===== config.mk =====
export PLATFORM = sky130hd
export DESIGN_NAME = base64_stream_decoder_top_flat
export DESIGN_NICKNAME = d
export VERILOG_FILES = /design/src/sv/b64d_pkg.sv /design/src/sv/b64d_in_if.sv /design/src/sv/b64d_out_if.sv /design/src/sv/b64d_group.sv /design/src/sv/b64d_serializer.sv /design/src/sv/base64_stream_decoder_top.sv /design/src/flat_wrapper.sv
export VERILOG_INCLUDE_DIRS = /design/src /design/src/sv
export SDC_FILE = /design/constraint.sdc
export NUM_CORES = 1
export LEC_CHECK = 0
export BUFFER_PORTS_ARGS = -buffer_cell sky130_fd_sc_hd__buf_2
export CAP_MARGIN = 20
export CORE_ASPECT_RATIO = 0.75
export CORE_MARGIN = 1
export CORE_UTILIZATION = 40
export DETAILED_ROUTE_END_ITERATION = 6
export GPL_ROUTABILITY_DRIVEN = 0
export SLEW_MARGIN = 20
export SYNTH_ARGS = -nofsm -noshare
export SYNTH_HDL_FRONTEND = slang
export SYNTH_HIERARCHICAL = 1
export SYNTH_SLANG_ARGS = --single-unit

===== constraint.sdc =====
create_clock -name clk -period 5.8 [get_ports clk]
set_clock_uncertainty 0.15 [all_clocks]
set_input_delay 0.29 -clock clk [delete_from_list [all_inputs] [get_ports clk]]
set_output_delay 0.29 -clock clk [all_outputs]
set_load 0.005 [all_outputs]

===== src/sv/base64_stream_decoder_top_macros.svh =====
// Assertion macros for the base64 stream decoder.
// Included by the top level; no other dependencies.
`ifndef BASE64_STREAM_DECODER_TOP_MACROS_SVH
`define BASE64_STREAM_DECODER_TOP_MACROS_SVH

`ifndef SYNTHESIS
// Same-cycle implication, sampled on the rising clock edge.
`define B64D_ASSERT_IMPLY(lbl, clk, rst_n, ante, cons) \
	lbl: assert property (@(posedge clk) disable iff (!rst_n) (ante) |-> (cons)) \
		else $error("b64d assertion failed");
// Next-cycle implication.
`define B64D_ASSERT_NEXT(lbl, clk, rst_n, ante, cons) \
	lbl: assert property (@(posedge clk) disable iff (!rst_n) (ante) |=> (cons)) \
		else $error("b64d assertion failed");
`else
`define B64D_ASSERT_IMPLY(lbl, clk, rst_n, ante, cons)
`define B64D_ASSERT_NEXT(lbl, clk, rst_n, ante, cons)
`endif

`endif


===== src/sv/b64d_pkg.sv =====
// Shared types, constants and the character classifier of the base64 decoder.
// No dependencies.
`timescale 1ns / 1ps
`default_nettype none

package b64d_pkg;

	typedef enum logic [1:0] {
		CHAR_DATA,
		CHAR_PAD,
		CHAR_BAD
	} char_kind_t;

	typedef struct packed {
		char_kind_t  kind;
		logic [5:0]  value;
	} char_class_t;

	// One decoded group handed to the output serializer.
	typedef struct packed {
		logic [2:0][7:0] data;
		logic [1:0]      last_idx;
		logic            present;
		logic            err;
		logic            fin;
	} grp_res_t;

	localparam logic [7:0] ASCII_UPPER_A = 8'h41;
	localparam logic [7:0] ASCII_UPPER_Z = 8'h5A;
	localparam logic [7:0] ASCII_LOWER_A = 8'h61;
	localparam logic [7:0] ASCII_LOWER_Z = 8'h7A;
	localparam logic [7:0] ASCII_ZERO    = 8'h30;
	localparam logic [7:0] ASCII_NINE    = 8'h39;
	localparam logic [7:0] ASCII_PLUS    = 8'h2B;
	localparam logic [7:0] ASCII_SLASH   = 8'h2F;
	localparam logic [7:0] ASCII_EQUALS  = 8'h3D;

	localparam logic [5:0] OFS_LOWER  = 6'd26;
	localparam logic [5:0] OFS_DIGIT  = 6'd52;
	localparam logic [5:0] CODE_PLUS  = 6'd62;
	localparam logic [5:0] CODE_SLASH = 6'd63;

	localparam logic [1:0] LAST_POS = 2'd3;

	function automatic char_class_t classify(input logic [7:0] ch);
		char_class_t r;
		r.kind  = CHAR_BAD;
		r.value = '0;
		if (ch >= ASCII_UPPER_A && ch <= ASCII_UPPER_Z) begin
			r.kind  = CHAR_DATA;
			r.value = 6'(ch - ASCII_UPPER_A);
		end else if (ch >= ASCII_LOWER_A && ch <= ASCII_LOWER_Z) begin
			r.kind  = CHAR_DATA;
			r.value = 6'(ch - ASCII_LOWER_A) + OFS_LOWER;
		end else if (ch >= ASCII_ZERO && ch <= ASCII_NINE) begin
			r.kind  = CHAR_DATA;
			r.value = 6'(ch - ASCII_ZERO) + OFS_DIGIT;
		end else if (ch == ASCII_PLUS) begin
			r.kind  = CHAR_DATA;
			r.value = CODE_PLUS;
		end else if (ch == ASCII_SLASH) begin
			r.kind  = CHAR_DATA;
			r.value = CODE_SLASH;
		end else if (ch == ASCII_EQUALS) begin
			r.kind  = CHAR_PAD;
		end
		return r;
	endfunction

endpackage

`default_nettype wire


===== src/sv/b64d_in_if.sv =====
// Character channel of the base64 decoder: valid/ready plus one character.
// No dependencies.
`timescale 1ns / 1ps
`default_nettype none

interface b64d_in_if;
	logic       valid;
	logic       ready;
	logic [7:0] char_code;
	logic       end_of_text;

	modport source (output valid, output char_code, output end_of_text, input ready);
	modport sink   (input valid, input char_code, input end_of_text, output ready);
endinterface

`default_nettype wire


===== src/sv/b64d_out_if.sv =====
// Byte channel of the base64 decoder: valid/ready plus one result item.
// No dependencies.
`timescale 1ns / 1ps
`default_nettype none

interface b64d_out_if;
	logic       valid;
	logic       ready;
	logic [7:0] data_byte;
	logic       byte_present;
	logic       decode_error;
	logic       final_result;

	modport source (output valid, output data_byte, output byte_present,
		output decode_error, output final_result, input ready);
	modport sink   (input valid, input data_byte, input byte_present,
		input decode_error, input final_result, output ready);
endinterface

`default_nettype wire


===== src/sv/b64d_group.sv =====
// Input register, group state and group decode of the base64 decoder.
// Depends on b64d_pkg.
`timescale 1ns / 1ps
`default_nettype none

module b64d_group (
	input  wire logic               clk,
	input  wire logic               arst_n,
	input  wire logic               in_valid,
	output logic                    in_ready,
	input  wire logic [7:0]         in_char,
	input  wire logic               in_last,
	output logic                    res_valid,
	input  wire logic               res_ready,
	output b64d_pkg::grp_res_t      res
);
	import b64d_pkg::*;

	logic        valid_s1;
	logic [7:0]  char_s1;
	logic        last_s1;

	logic [2:0][5:0] sext_q;
	logic [2:0]      pads_q;
	logic [1:0]      pos_q;
	logic            stopped_q;
	logic            err_q;

	char_class_t cls;
	logic        active;
	logic        is_pad;
	logic        is_bad;
	logic [5:0]  cur;
	logic [3:0]  pads;
	logic        close;
	logic [5:0]  v0, v1, v2, v3;
	logic [1:0]  cnt;
	logic        adv;

	always_comb begin
		cls    = classify(char_s1);
		active = !stopped_q && !err_q;
		is_pad = (cls.kind == CHAR_PAD);
		is_bad = (cls.kind == CHAR_BAD);
		cur    = (cls.kind == CHAR_DATA) ? cls.value : 6'd0;
		pads   = {1'b0, pads_q} | (is_pad ? (4'b0001 << pos_q) : 4'b0000);
		close  = active && !is_bad && (pos_q == LAST_POS || last_s1);

		// Positions past the current one count as zero in a short group.
		v0 = (pos_q == 2'd0) ? cur : sext_q[0];
		v1 = (pos_q == 2'd1) ? cur : ((pos_q > 2'd1) ? sext_q[1] : 6'd0);
		v2 = (pos_q == 2'd2) ? cur : ((pos_q == 2'd3) ? sext_q[2] : 6'd0);
		v3 = (pos_q == 2'd3) ? cur : 6'd0;

		if (pads[1:0] != 2'b00)
			cnt = 2'd0;
		else if (pads[2])
			cnt = 2'd1;
		else if (pads[3])
			cnt = 2'd2;
		else
			cnt = 2'd3;

		res.data[0]  = {v0, v1[5:4]};
		res.data[1]  = {v1[3:0], v2[5:2]};
		res.data[2]  = {v2[1:0], v3};
		res.present  = close && (cnt != 2'd0);
		res.last_idx = res.present ? (cnt - 2'd1) : 2'd0;
		res.err      = !res.present && (err_q || (active && is_bad));
		res.fin      = last_s1;

		res_valid = valid_s1 && (last_s1 || res.present);
		adv       = valid_s1 && (!res_valid || res_ready);
		in_ready  = !valid_s1 || adv;
	end

	always_ff @(posedge clk or negedge arst_n) begin
		if (!arst_n) begin
			valid_s1 <= 1'b0;
		end else if (in_ready) begin
			valid_s1 <= in_valid;
		end
	end

	always_ff @(posedge clk) begin
		if (in_ready && in_valid) begin
			char_s1 <= in_char;
			last_s1 <= in_last;
		end
	end

	always_ff @(posedge clk or negedge arst_n) begin
		if (!arst_n) begin
			sext_q    <= '0;
			pads_q    <= '0;
			pos_q     <= '0;
			stopped_q <= 1'b0;
			err_q     <= 1'b0;
		end else if (adv) begin
			if (last_s1) begin
				// End of text: start the next one clean.
				sext_q    <= '0;
				pads_q    <= '0;
				pos_q     <= '0;
				stopped_q <= 1'b0;
				err_q     <= 1'b0;
			end else if (active) begin
				if (is_bad) begin
					err_q <= 1'b1;
				end else if (close) begin
					sext_q <= '0;
					pads_q <= '0;
					pos_q  <= '0;
					if (pads != 4'b0000)
						stopped_q <= 1'b1;
				end else begin
					sext_q[pos_q] <= cur;
					pads_q        <= pads[2:0];
					pos_q         <= pos_q + 2'd1;
				end
			end
		end
	end

endmodule

`default_nettype wire


===== src/sv/b64d_serializer.sv =====
// Result register of the base64 decoder: holds one decoded group and
// hands its bytes out one item per cycle while out_ready is high. Depends on b64d_pkg.
`timescale 1ns / 1ps
`default_nettype none

module b64d_serializer (
	input  wire logic               clk,
	input  wire logic               arst_n,
	input  wire logic               res_valid,
	output logic                    res_ready,
	input  wire b64d_pkg::grp_res_t res,
	output logic                    out_valid,
	input  wire logic               out_ready,
	output logic [7:0]              out_data,
	output logic                    out_present,
	output logic                    out_error,
	output logic                    out_final
);
	import b64d_pkg::*;

	grp_res_t   res_s2;
	logic       valid_s2;
	logic [1:0] idx_q;
	logic       at_last;
	logic [7:0] sel_byte;

	always_comb begin
		at_last   = (idx_q == res_s2.last_idx);
		res_ready = !valid_s2 || (out_ready && at_last);

		case (idx_q)
			2'd0:    sel_byte = res_s2.data[0];
			2'd1:    sel_byte = res_s2.data[1];
			2'd2:    sel_byte = res_s2.data[2];
			default: sel_byte = 8'd0;
		endcase

		out_valid   = valid_s2;
		out_data    = res_s2.present ? sel_byte : 8'd0;
		out_present = res_s2.present;
		out_error   = res_s2.err;
		out_final   = res_s2.fin && at_last;
	end

	always_ff @(posedge clk or negedge arst_n) begin
		if (!arst_n) begin
			valid_s2 <= 1'b0;
			idx_q    <= '0;
		end else if (res_valid && res_ready) begin
			valid_s2 <= 1'b1;
			idx_q    <= '0;
		end else if (valid_s2 && out_ready) begin
			// Advance to the next byte, or drop the group after its last one.
			if (at_last)
				valid_s2 <= 1'b0;
			else
				idx_q <= idx_q + 2'd1;
		end
	end

	always_ff @(posedge clk) begin
		if (res_valid && res_ready)
			res_s2 <= res;
	end

endmodule

`default_nettype wire


===== src/sv/base64_stream_decoder_top.sv =====
// Base64 text decoder: a stream of characters goes in, decoded bytes come
// out one item per cycle while the receiver is ready. Every character is
// registered and classified and, until a padded group or a bad character
// stops the text, folded into a four-character group; a completed group (or
// the end of the text) loads a result register holding up to three bytes.
// The block accepts one character per cycle while the result register can
// take its group; a character passes the input register, then the result
// register, before its first byte shows. While the receiver is ready, a full
// group of four characters never slows the input; an end of text that comes
// while a three-byte group still drains (a short final group, or a final
// item with no bytes) holds the input while the result register drains.
// Depends on b64d_pkg, b64d_in_if, b64d_out_if, b64d_group, b64d_serializer.
`timescale 1ns / 1ps
`default_nettype none
`include "base64_stream_decoder_top_macros.svh"

module base64_stream_decoder_top (
	input  wire logic clk,
	input  wire logic arst_n,
	b64d_in_if.sink   chars,
	b64d_out_if.source bytes
);
	import b64d_pkg::*;

	grp_res_t res;
	logic     res_valid;
	logic     res_ready;

	b64d_group u_group (
		.clk       (clk),
		.arst_n    (arst_n),
		.in_valid  (chars.valid),
		.in_ready  (chars.ready),
		.in_char   (chars.char_code),
		.in_last   (chars.end_of_text),
		.res_valid (res_valid),
		.res_ready (res_ready),
		.res       (res)
	);

	b64d_serializer u_serializer (
		.clk         (clk),
		.arst_n      (arst_n),
		.res_valid   (res_valid),
		.res_ready   (res_ready),
		.res         (res),
		.out_valid   (bytes.valid),
		.out_ready   (bytes.ready),
		.out_data    (bytes.data_byte),
		.out_present (bytes.byte_present),
		.out_error   (bytes.decode_error),
		.out_final   (bytes.final_result)
	);

	// A failed text ends in a single empty final item.
	`B64D_ASSERT_IMPLY(a_err_final, clk, arst_n, bytes.valid && bytes.decode_error, bytes.final_result && !bytes.byte_present)
	// An item without a byte only closes a text.
	`B64D_ASSERT_IMPLY(a_empty_final, clk, arst_n, bytes.valid && !bytes.byte_present, bytes.final_result && bytes.data_byte == 8'd0)
	// A group loaded into the result register is shown next cycle.
	`B64D_ASSERT_NEXT(a_load_shows, clk, arst_n, res_valid && res_ready, bytes.valid)

endmodule

`default_nettype wire


===== src/flat_wrapper.sv =====
// flat-port wrapper written by rule: the top's interface ports become plain ports
module base64_stream_decoder_top_flat import b64d_pkg::*;
  (clk, arst_n, chars_valid, chars_char_code, chars_end_of_text, chars_ready, bytes_valid, bytes_data_byte, bytes_byte_present, bytes_decode_error, bytes_final_result, bytes_ready);
  b64d_in_if chars_i ();
  b64d_out_if bytes_i ();
  input  wire logic clk;
  input  wire logic arst_n;
  input wire logic [$bits(chars_i.valid)-1:0] chars_valid;
  input wire logic [$bits(chars_i.char_code)-1:0] chars_char_code;
  input wire logic [$bits(chars_i.end_of_text)-1:0] chars_end_of_text;
  output wire logic [$bits(chars_i.ready)-1:0] chars_ready;
  output wire logic [$bits(bytes_i.valid)-1:0] bytes_valid;
  output wire logic [$bits(bytes_i.data_byte)-1:0] bytes_data_byte;
  output wire logic [$bits(bytes_i.byte_present)-1:0] bytes_byte_present;
  output wire logic [$bits(bytes_i.decode_error)-1:0] bytes_decode_error;
  output wire logic [$bits(bytes_i.final_result)-1:0] bytes_final_result;
  input wire logic [$bits(bytes_i.ready)-1:0] bytes_ready;
  assign chars_i.valid = chars_valid;
  assign chars_i.char_code = chars_char_code;
  assign chars_i.end_of_text = chars_end_of_text;
  assign chars_ready = chars_i.ready;
  assign bytes_valid = bytes_i.valid;
  assign bytes_data_byte = bytes_i.data_byte;
  assign bytes_byte_present = bytes_i.byte_present;
  assign bytes_decode_error = bytes_i.decode_error;
  assign bytes_final_result = bytes_i.final_result;
  assign bytes_i.ready = bytes_ready;
  base64_stream_decoder_top u_core (.clk(clk), .arst_n(arst_n), .chars(chars_i), .bytes(bytes_i));
endmodule

After elaboration in Yosys (flattened, before gate mapping). Cells that the tools add are included.

Bits in registers: 67. Output and inout bits: 13. Logic and storage cells: 147.

Add/sub/neg operators: 8. Order comparisons: 9. Equality and inequality tests: 13. Shift operators: 1. Mux-type cells: 48. Bitwise logic cells: 1. Reductions and logical operators: 47.

Operators by type and width (count): $mux W18 (4); $mux W6 (8); $mux W8 (5); $eq A8 B6 Y1 const B (3); $pmux W8 S3 (1); $mux W2 (11); $bwmux W18 (1); $logic_and A1 B1 Y1 (17); $ge A8 B7 Y1 const B (2); $le A8 B7 Y1 const B (2); $reduce_bool A2 Y1 (8); $demux W6 S2 (1); $mux W1 (12); $mux W3 (4); $sub A6 B6 Y6 const B (2); $eq A2 B2 Y1 const B (4); $ge A8 B6 Y1 const B (1); $le A8 B6 Y1 const B (1); $logic_not A1 Y1 (7); $add A6 B5 Y6 const B (1); $add A6 B6 Y6 const B (1); $eq A2 B1 Y1 const B (3); $logic_not A2 Y1 (3); $logic_or A1 B1 Y1 (6); other kinds (16) (19).

Depth between registers and ports, before layout.
Depth after elaboration: 22. Depth in mapped cells: 16.

Hierarchy. The synthesis kept the hierarchy.

Modules (own cells, without submodules): b64d_group (times used 1, cells an instance 280, area each 2498.6 sq um, seq. area each 920.9 sq um); b64d_serializer (times used 1, cells an instance 77, area each 1263.7 sq um, seq. area each 945.9 sq um).

Worst setup path before layout. OpenSTA, ideal clock, no wires.

Path kind: reg-to-reg. Start: register u_core.u_group.char_s1[2]. End: register u_core.u_serializer.res_s2, in the netlist u_core/u_serializer/out_error (enable). Setup time: 0.418 ns. Data arrival time: 3.534 ns. Slack: 1.698 ns. Stages on the path, launching flop included: 9. Cell sequence: edfxtp_1 -> inv_1 -> ha_1 -> a21o_2 -> o2111a_1 -> or3_4 -> a2111oi_4 -> o21a_1 -> nor2b_1.

RTL lines: from (decl) (line b64d_group.sv:20) `logic [7:0] char_s1;`; from (signal assigned) (line b64d_group.sv:87) `char_s1 <= in_char;`; to (signal assigned) (line b64d_serializer.sv:63) `res_s2 <= res;`; to (decl) (line b64d_serializer.sv:21) `grp_res_t res_s2;`.

Worst setup path in the final report.
Start: register u_core.u_group.pos_q[0]. End: register u_core/u_group/sext_q[7] (netlist bit).

Longest elaborated chain between the ends: 14. Elaborated cells on any way between the ends: 28. Those cells by class: 2 x order compare; 1 x eq/ne; 1 x shift; 11 x mux; 1 x bitwise; 12 x reduce/logical.

Ends and longest elaborated chain: from (decl) (line b64d_group.sv:25) `logic [1:0] pos_q;`; from (signal assigned) (line b64d_group.sv:119) `pos_q <= pos_q + 2'd1;`; $shl A1 B2 Y4 (line b64d_group.sv:46) `pads = {1'b0, pads_q} | (is_pad ? (4'b0001 << pos_q) : 4'b0000);`; $mux W4 (line b64d_group.sv:46); $or A3 B4 Y4 (line b64d_group.sv:46); $mux W1 (line b64d_group.sv:59) `else if (pads[3])`; $mux W2 (line b64d_group.sv:57) `else if (pads[2])`; $mux W2 (line b64d_group.sv:55) `if (pads[1:0] != 2'b00)`; $reduce_bool A2 Y1 (line b64d_group.sv:67) `res.present = close && (cnt != 2'd0);`; $logic_and A1 B1 Y1 (line b64d_group.sv:67); $logic_or A1 B1 Y1 (line b64d_group.sv:72) `res_valid = valid_s1 && (last_s1 || res.present);`; $logic_and A1 B1 Y1 (line b64d_group.sv:72); $logic_not A1 Y1 (line b64d_group.sv:73) `adv = valid_s1 && (!res_valid || res_ready);`; $logic_or A1 B1 Y1 (line b64d_group.sv:73); $logic_and A1 B1 Y1 (line b64d_group.sv:73); $reduce_and A3 Y1 (no source line); to (signal, indexed assignment) (line b64d_group.sv:117) `sext_q[pos_q] <= cur;`; to (decl) (line b64d_group.sv:23) `logic [2:0][5:0] sext_q;`.

Several ways; a longest one is shown, not always the timed one. The select of a mux whose other input is x is not followed. A chain may end at the register's enable or synchronous reset.

==> run summary <==
* completed — run status
* 38 x edfxtp_1, 29 x dfrtp_1, 27 x nand2_1 — Synth top cells by count
* 0 — number of max-cap violations
* no — setup repair after global routing missed its margin
* 0.06 ns — clock slew at the register clock pins of the worst setup and hold paths
* 9 — TritonCTS Buffers
* 5 — drt first pass iters
* flop — Crit. End Element
* 0.2175 — compound-gate portion of the synthesized area
* 0.4142 — starting density of the core
* 9802 um2 — Die ar.
* 30 — number of standard-cell rows in the floorplan
* 1.759 nW — leakage dissipation
* 2.04 ns — register-to-register path setup slack
* 3.84 ns — Worst EP arrival
* 85.99 um — die outline height
* 114.0 um — DIE WIDTH
* 0 — antenna violations before repair
* 30 — maximum number of pins on one net before global-route repair
* 0 — final count of hold timing violations
* 0 — total overflow reported by the global router
* 0.01497 — multiplexer share of the synthesized area
* 419 — final-stage net count
* 0 — number of slew-limit violations in the final report
* 0.01097 — parity-gate share of the synthesized area counting xor and xnor cells
* ha_1, nor2b_1, inv_1, o21ai_0, a211o_1, ha_1, inv_1, a21oi_1, o21a_1, o31ai_1, buf_4, or2_2, o31ai_1 — critical path, cell by cell
* 388 — Post-Syn Nets
* 0 — number of gates resized after cts
* edfxtp_1 30%, dfrtp_1 19%, ha_1 6.0% — most area-consuming cells after synthesis
* 0.3522 — tightest slew margin relative to the limit
* 0.57 ns — CP max stage delay
* 0.4328 — fraction of synthesis flops using an asynchronous set or reset pin
* 0.1626 — simple-gate portion of the synthesized area
* 0.6487 — ratio of final minimum period to clock period
* 0.9687 ns — slew of the pin with the lowest slew margin
* 5.88 ns — worst path required time
* edfxtp_1 — cell with the most instances after synthesis
* 3.763 ns — time the worst path needs with I/O delays and setup
* 61 — number of distinct library cells after synthesis
* flop — critical path startpoint category
* 831 — filler cell count in the final layout
* u_core/u_group/pos_q[0]$_DFFE_PN0P_ — Reg2Reg Launch Point
* ha_1 — Crit-path slowest cell
* 25 — port bufs
* 0.4962 — part of the Yosys area used for sequential elements
* 9084 um2 — Core Footprint
* 357 — Syn Inst Count
* edfxtp_1 — most area-hungry cell type in the Yosys netlist
* 67 — number of storage elements in the synthesis netlist
* 0.34 ns — clock latency on the worst-skew pair
* u_core/u_group/pos_q[0]$_DFFE_PN0P_ — Worst Setup SP
* built — clock tree from TritonCTS
* 0.4873 — Final Util
* 0.3033 — fraction of post-synthesis cell area in the top cell type by area
* 4 — Worst Hold Depth
* 411.8 nW/um2 — pwr dens
* 0 ns — final sum of negative setup slack
* 2721 — via count of the first global-routing pass
* in -> reg — Worst Hold Class
* 10.54 um2 — Mean Syn Cell Area
* 0 — final number of setup-violating endpoints
* edfxtp_1 — most frequently used flop master after synthesis
* 3 — H-tree levels
* 6696 um — HPWL after DPL
* 0.05986 — synthesized-area fraction occupied by adder cells
* reg -> reg — start-to-end type of the worst setup path
* u_core/u_group/sext_q[7]$_DFFE_PN0P_ — destination of the worst register-to-register timing path
* 9420 um — aggregate routed wire length
* 3023 — via count
* 1.823 mW — Tot Pwr
* 0.1765 ns — tightest hold margin
* 26 — I/O pins
* compound AO/OA/AOI/OAI gates — dominant combinational cell family by area after synthesis
* 18.08 um — final routed wire length divided by cell count
* 0.2042 — GRT Total Usage
* 3762 um2 — post-synthesis instance area
* 14830 um — global-route wire length before repair
* 38 — number of enable-type register cells in the synthesized netlist
* 6 — Synth Warn #
* 2 — clock tree buffer depth
* 0 — antenna viol nets, final
* 257 — DRT iter0 DRCs
* 67 — clk sinks
* u_core/u_group/sext_q[7]$_DFFE_PN0P_ — crit path capture
* 13 — Worst R2R Path Depth
* 5.802 — mean number of vias per cell
* 18 — maximum fanout along the worst path
* 0.1603 — share of cells above drive strength 1
* 169.6 uV — worst IR drop on VDD
* 17.66% — Layout area overhead
* 0.2658 GHz — highest achievable clock rate
* 0 — ant diodes
* 0 — Remaining DRCs
* clkbuf_16 — clock root buffer
## worst max-delay path: cells and delay by family (launching register included)
family	cells	cell delay (ns)
compound gates	6	1.14
simple gates	2	0.81
fa+ha+maj	2	0.80
flops	1	0.41
buf+inv	3	0.34
## cells by family after synthesis
logic type | count (synthesis)
xor gates and xnor gates | 3
muxes | 5
buffers and inverters | 37
and+or+nand+nor | 115
DFF | 67
AOI/OAI and AO/OA | 112
adders and majority gates | 18
## layout make-up
| cell class | count | area (um2) | area share |
|---|---|---|---|
| sequential | 67 | 1867 | 0.4217 |
| multi-input combinational | 253 | 1755 | 0.3966 |
| clock buffer | 12 | 266.5 | 0.06020 |
| timing repair buffer | 38 | 250.2 | 0.05653 |
| tap | 128 | 160.2 | 0.03618 |
| inverter | 19 | 71.32 | 0.01611 |
| clock inverter | 4 | 56.30 | 0.01272 |
## placed cells by master, fill, tap and decap left out, types with 3 or more instances in the layout
| cell type | netlist | routed |
|---|---|---|
| o211ai_1 | 5 | 5 |
| nand3_1 | 9 | 9 |
| and2_1 | 9 | 9 |
| o31ai_1 | 12 | 12 |
| buf_2 | 0 | 25 |
| nand2b_1 | 6 | 6 |
| a21oi_1 | 15 | 15 |
| nor3_1 | 6 | 6 |
| or3_1 | 4 | 4 |
| o2bb2ai_1 | 9 | 9 |
| o311ai_1 | 3 | 3 |
| nor2_1 | 24 | 24 |
| or2_2 | 4 | 4 |
| dfrtp_1 | 29 | 29 |
| o21ai_0 | 23 | 23 |
| a31oi_1 | 6 | 6 |
| ha_1 | 18 | 18 |
| a22o_1 | 8 | 8 |
| nand2_1 | 27 | 27 |
| nor2b_1 | 8 | 7 |
| clkbuf_8 | 0 | 3 |
| edfxtp_1 | 38 | 38 |
| dlygate4sd3_1 | 0 | 11 |
| clkbuf_16 | 0 | 9 |
| a222oi_1 | 8 | 8 |
| mux2_2 | 5 | 5 |
| inv_1 | 19 | 19 |
| o21a_1 | 3 | 3 |
## state kept, by name, summed over array words and instances, names as in the netlist
register and cells:
u_core/u_group/char_s1 8, u_core/u_serializer/idx_q 2, u_core/u_group/sext_q 18, u_core/u_group/err_q 1
u_core/u_group/valid_s1 1, u_core/u_serializer/res_s2 27, u_core/u_serializer/out_error 1, u_core/u_group/stopped_q 1
u_core/u_group/pads_q 3, u_core/u_group/last_s1 1, u_core/u_group/pos_q 2, u_core/u_serializer/out_present 1
u_core/u_serializer/out_valid 1
## power by group
group | switching, mW | internal [mW] | total, mW
Sequential | 0.0751 | 0.606 | 0.682
Clock | 0.208 | 0.371 | 0.579
Combinational | 0.345 | 0.217 | 0.562
## per-stage QoR
| stage | setup slack, ns | instances | area, um2 |
|---|---|---|---|
| floorplan | 1.698 | 357 | 3762 |
| global placement | 2.238 | 494 | 3994 |
| detailed placement | 2.189 | 494 | 3994 |
| CTS | 2.128 | 521 | 4427 |
| global route | 1.813 | 521 | 4427 |
| finish | 2.037 | 521 | 4427 |
## how the worst min path moves through the flow
| stage | from | to | slack (ns) |
|---|---|---|---|
| 2_1_floorplan | arst_n | u_core/u_group/err_q$_DFFE_PN0P_ | -0.16 |
| 3_3_place_gp | arst_n | u_core/u_serializer/idx_q[0]$_DFFE_PN0P_ | 0.22 |
| 3_5_place_dp | arst_n | u_core/u_serializer/idx_q[0]$_DFFE_PN0P_ | 0.22 |
| 4_1_cts | bytes_ready | u_core/u_serializer/idx_q[0]$_DFFE_PN0P_ | 0.17 |
| 5_1_grt | bytes_ready | u_core/u_serializer/idx_q[0]$_DFFE_PN0P_ | 0.19 |
| 6_report | bytes_ready | u_core/u_serializer/idx_q[0]$_DFFE_PN0P_ | 0.18 |
## what timing repair did
action / in CTS / in global routing
hold buffers: 11 / 0
setup buffers: 0 / 0
hold endpoints to repair: 39 / 0
## per-layer routing
layer	GRT usage	vias to the layer above	share of wire
met5	0	-	0
met4	0.08383	0	0.017
met3	0.04735	15	0.058
met2	0.2826	129	0.40
met1	0.3043	1469	0.52
li1	-	1410	-
(Power assumes the default switching activity.)
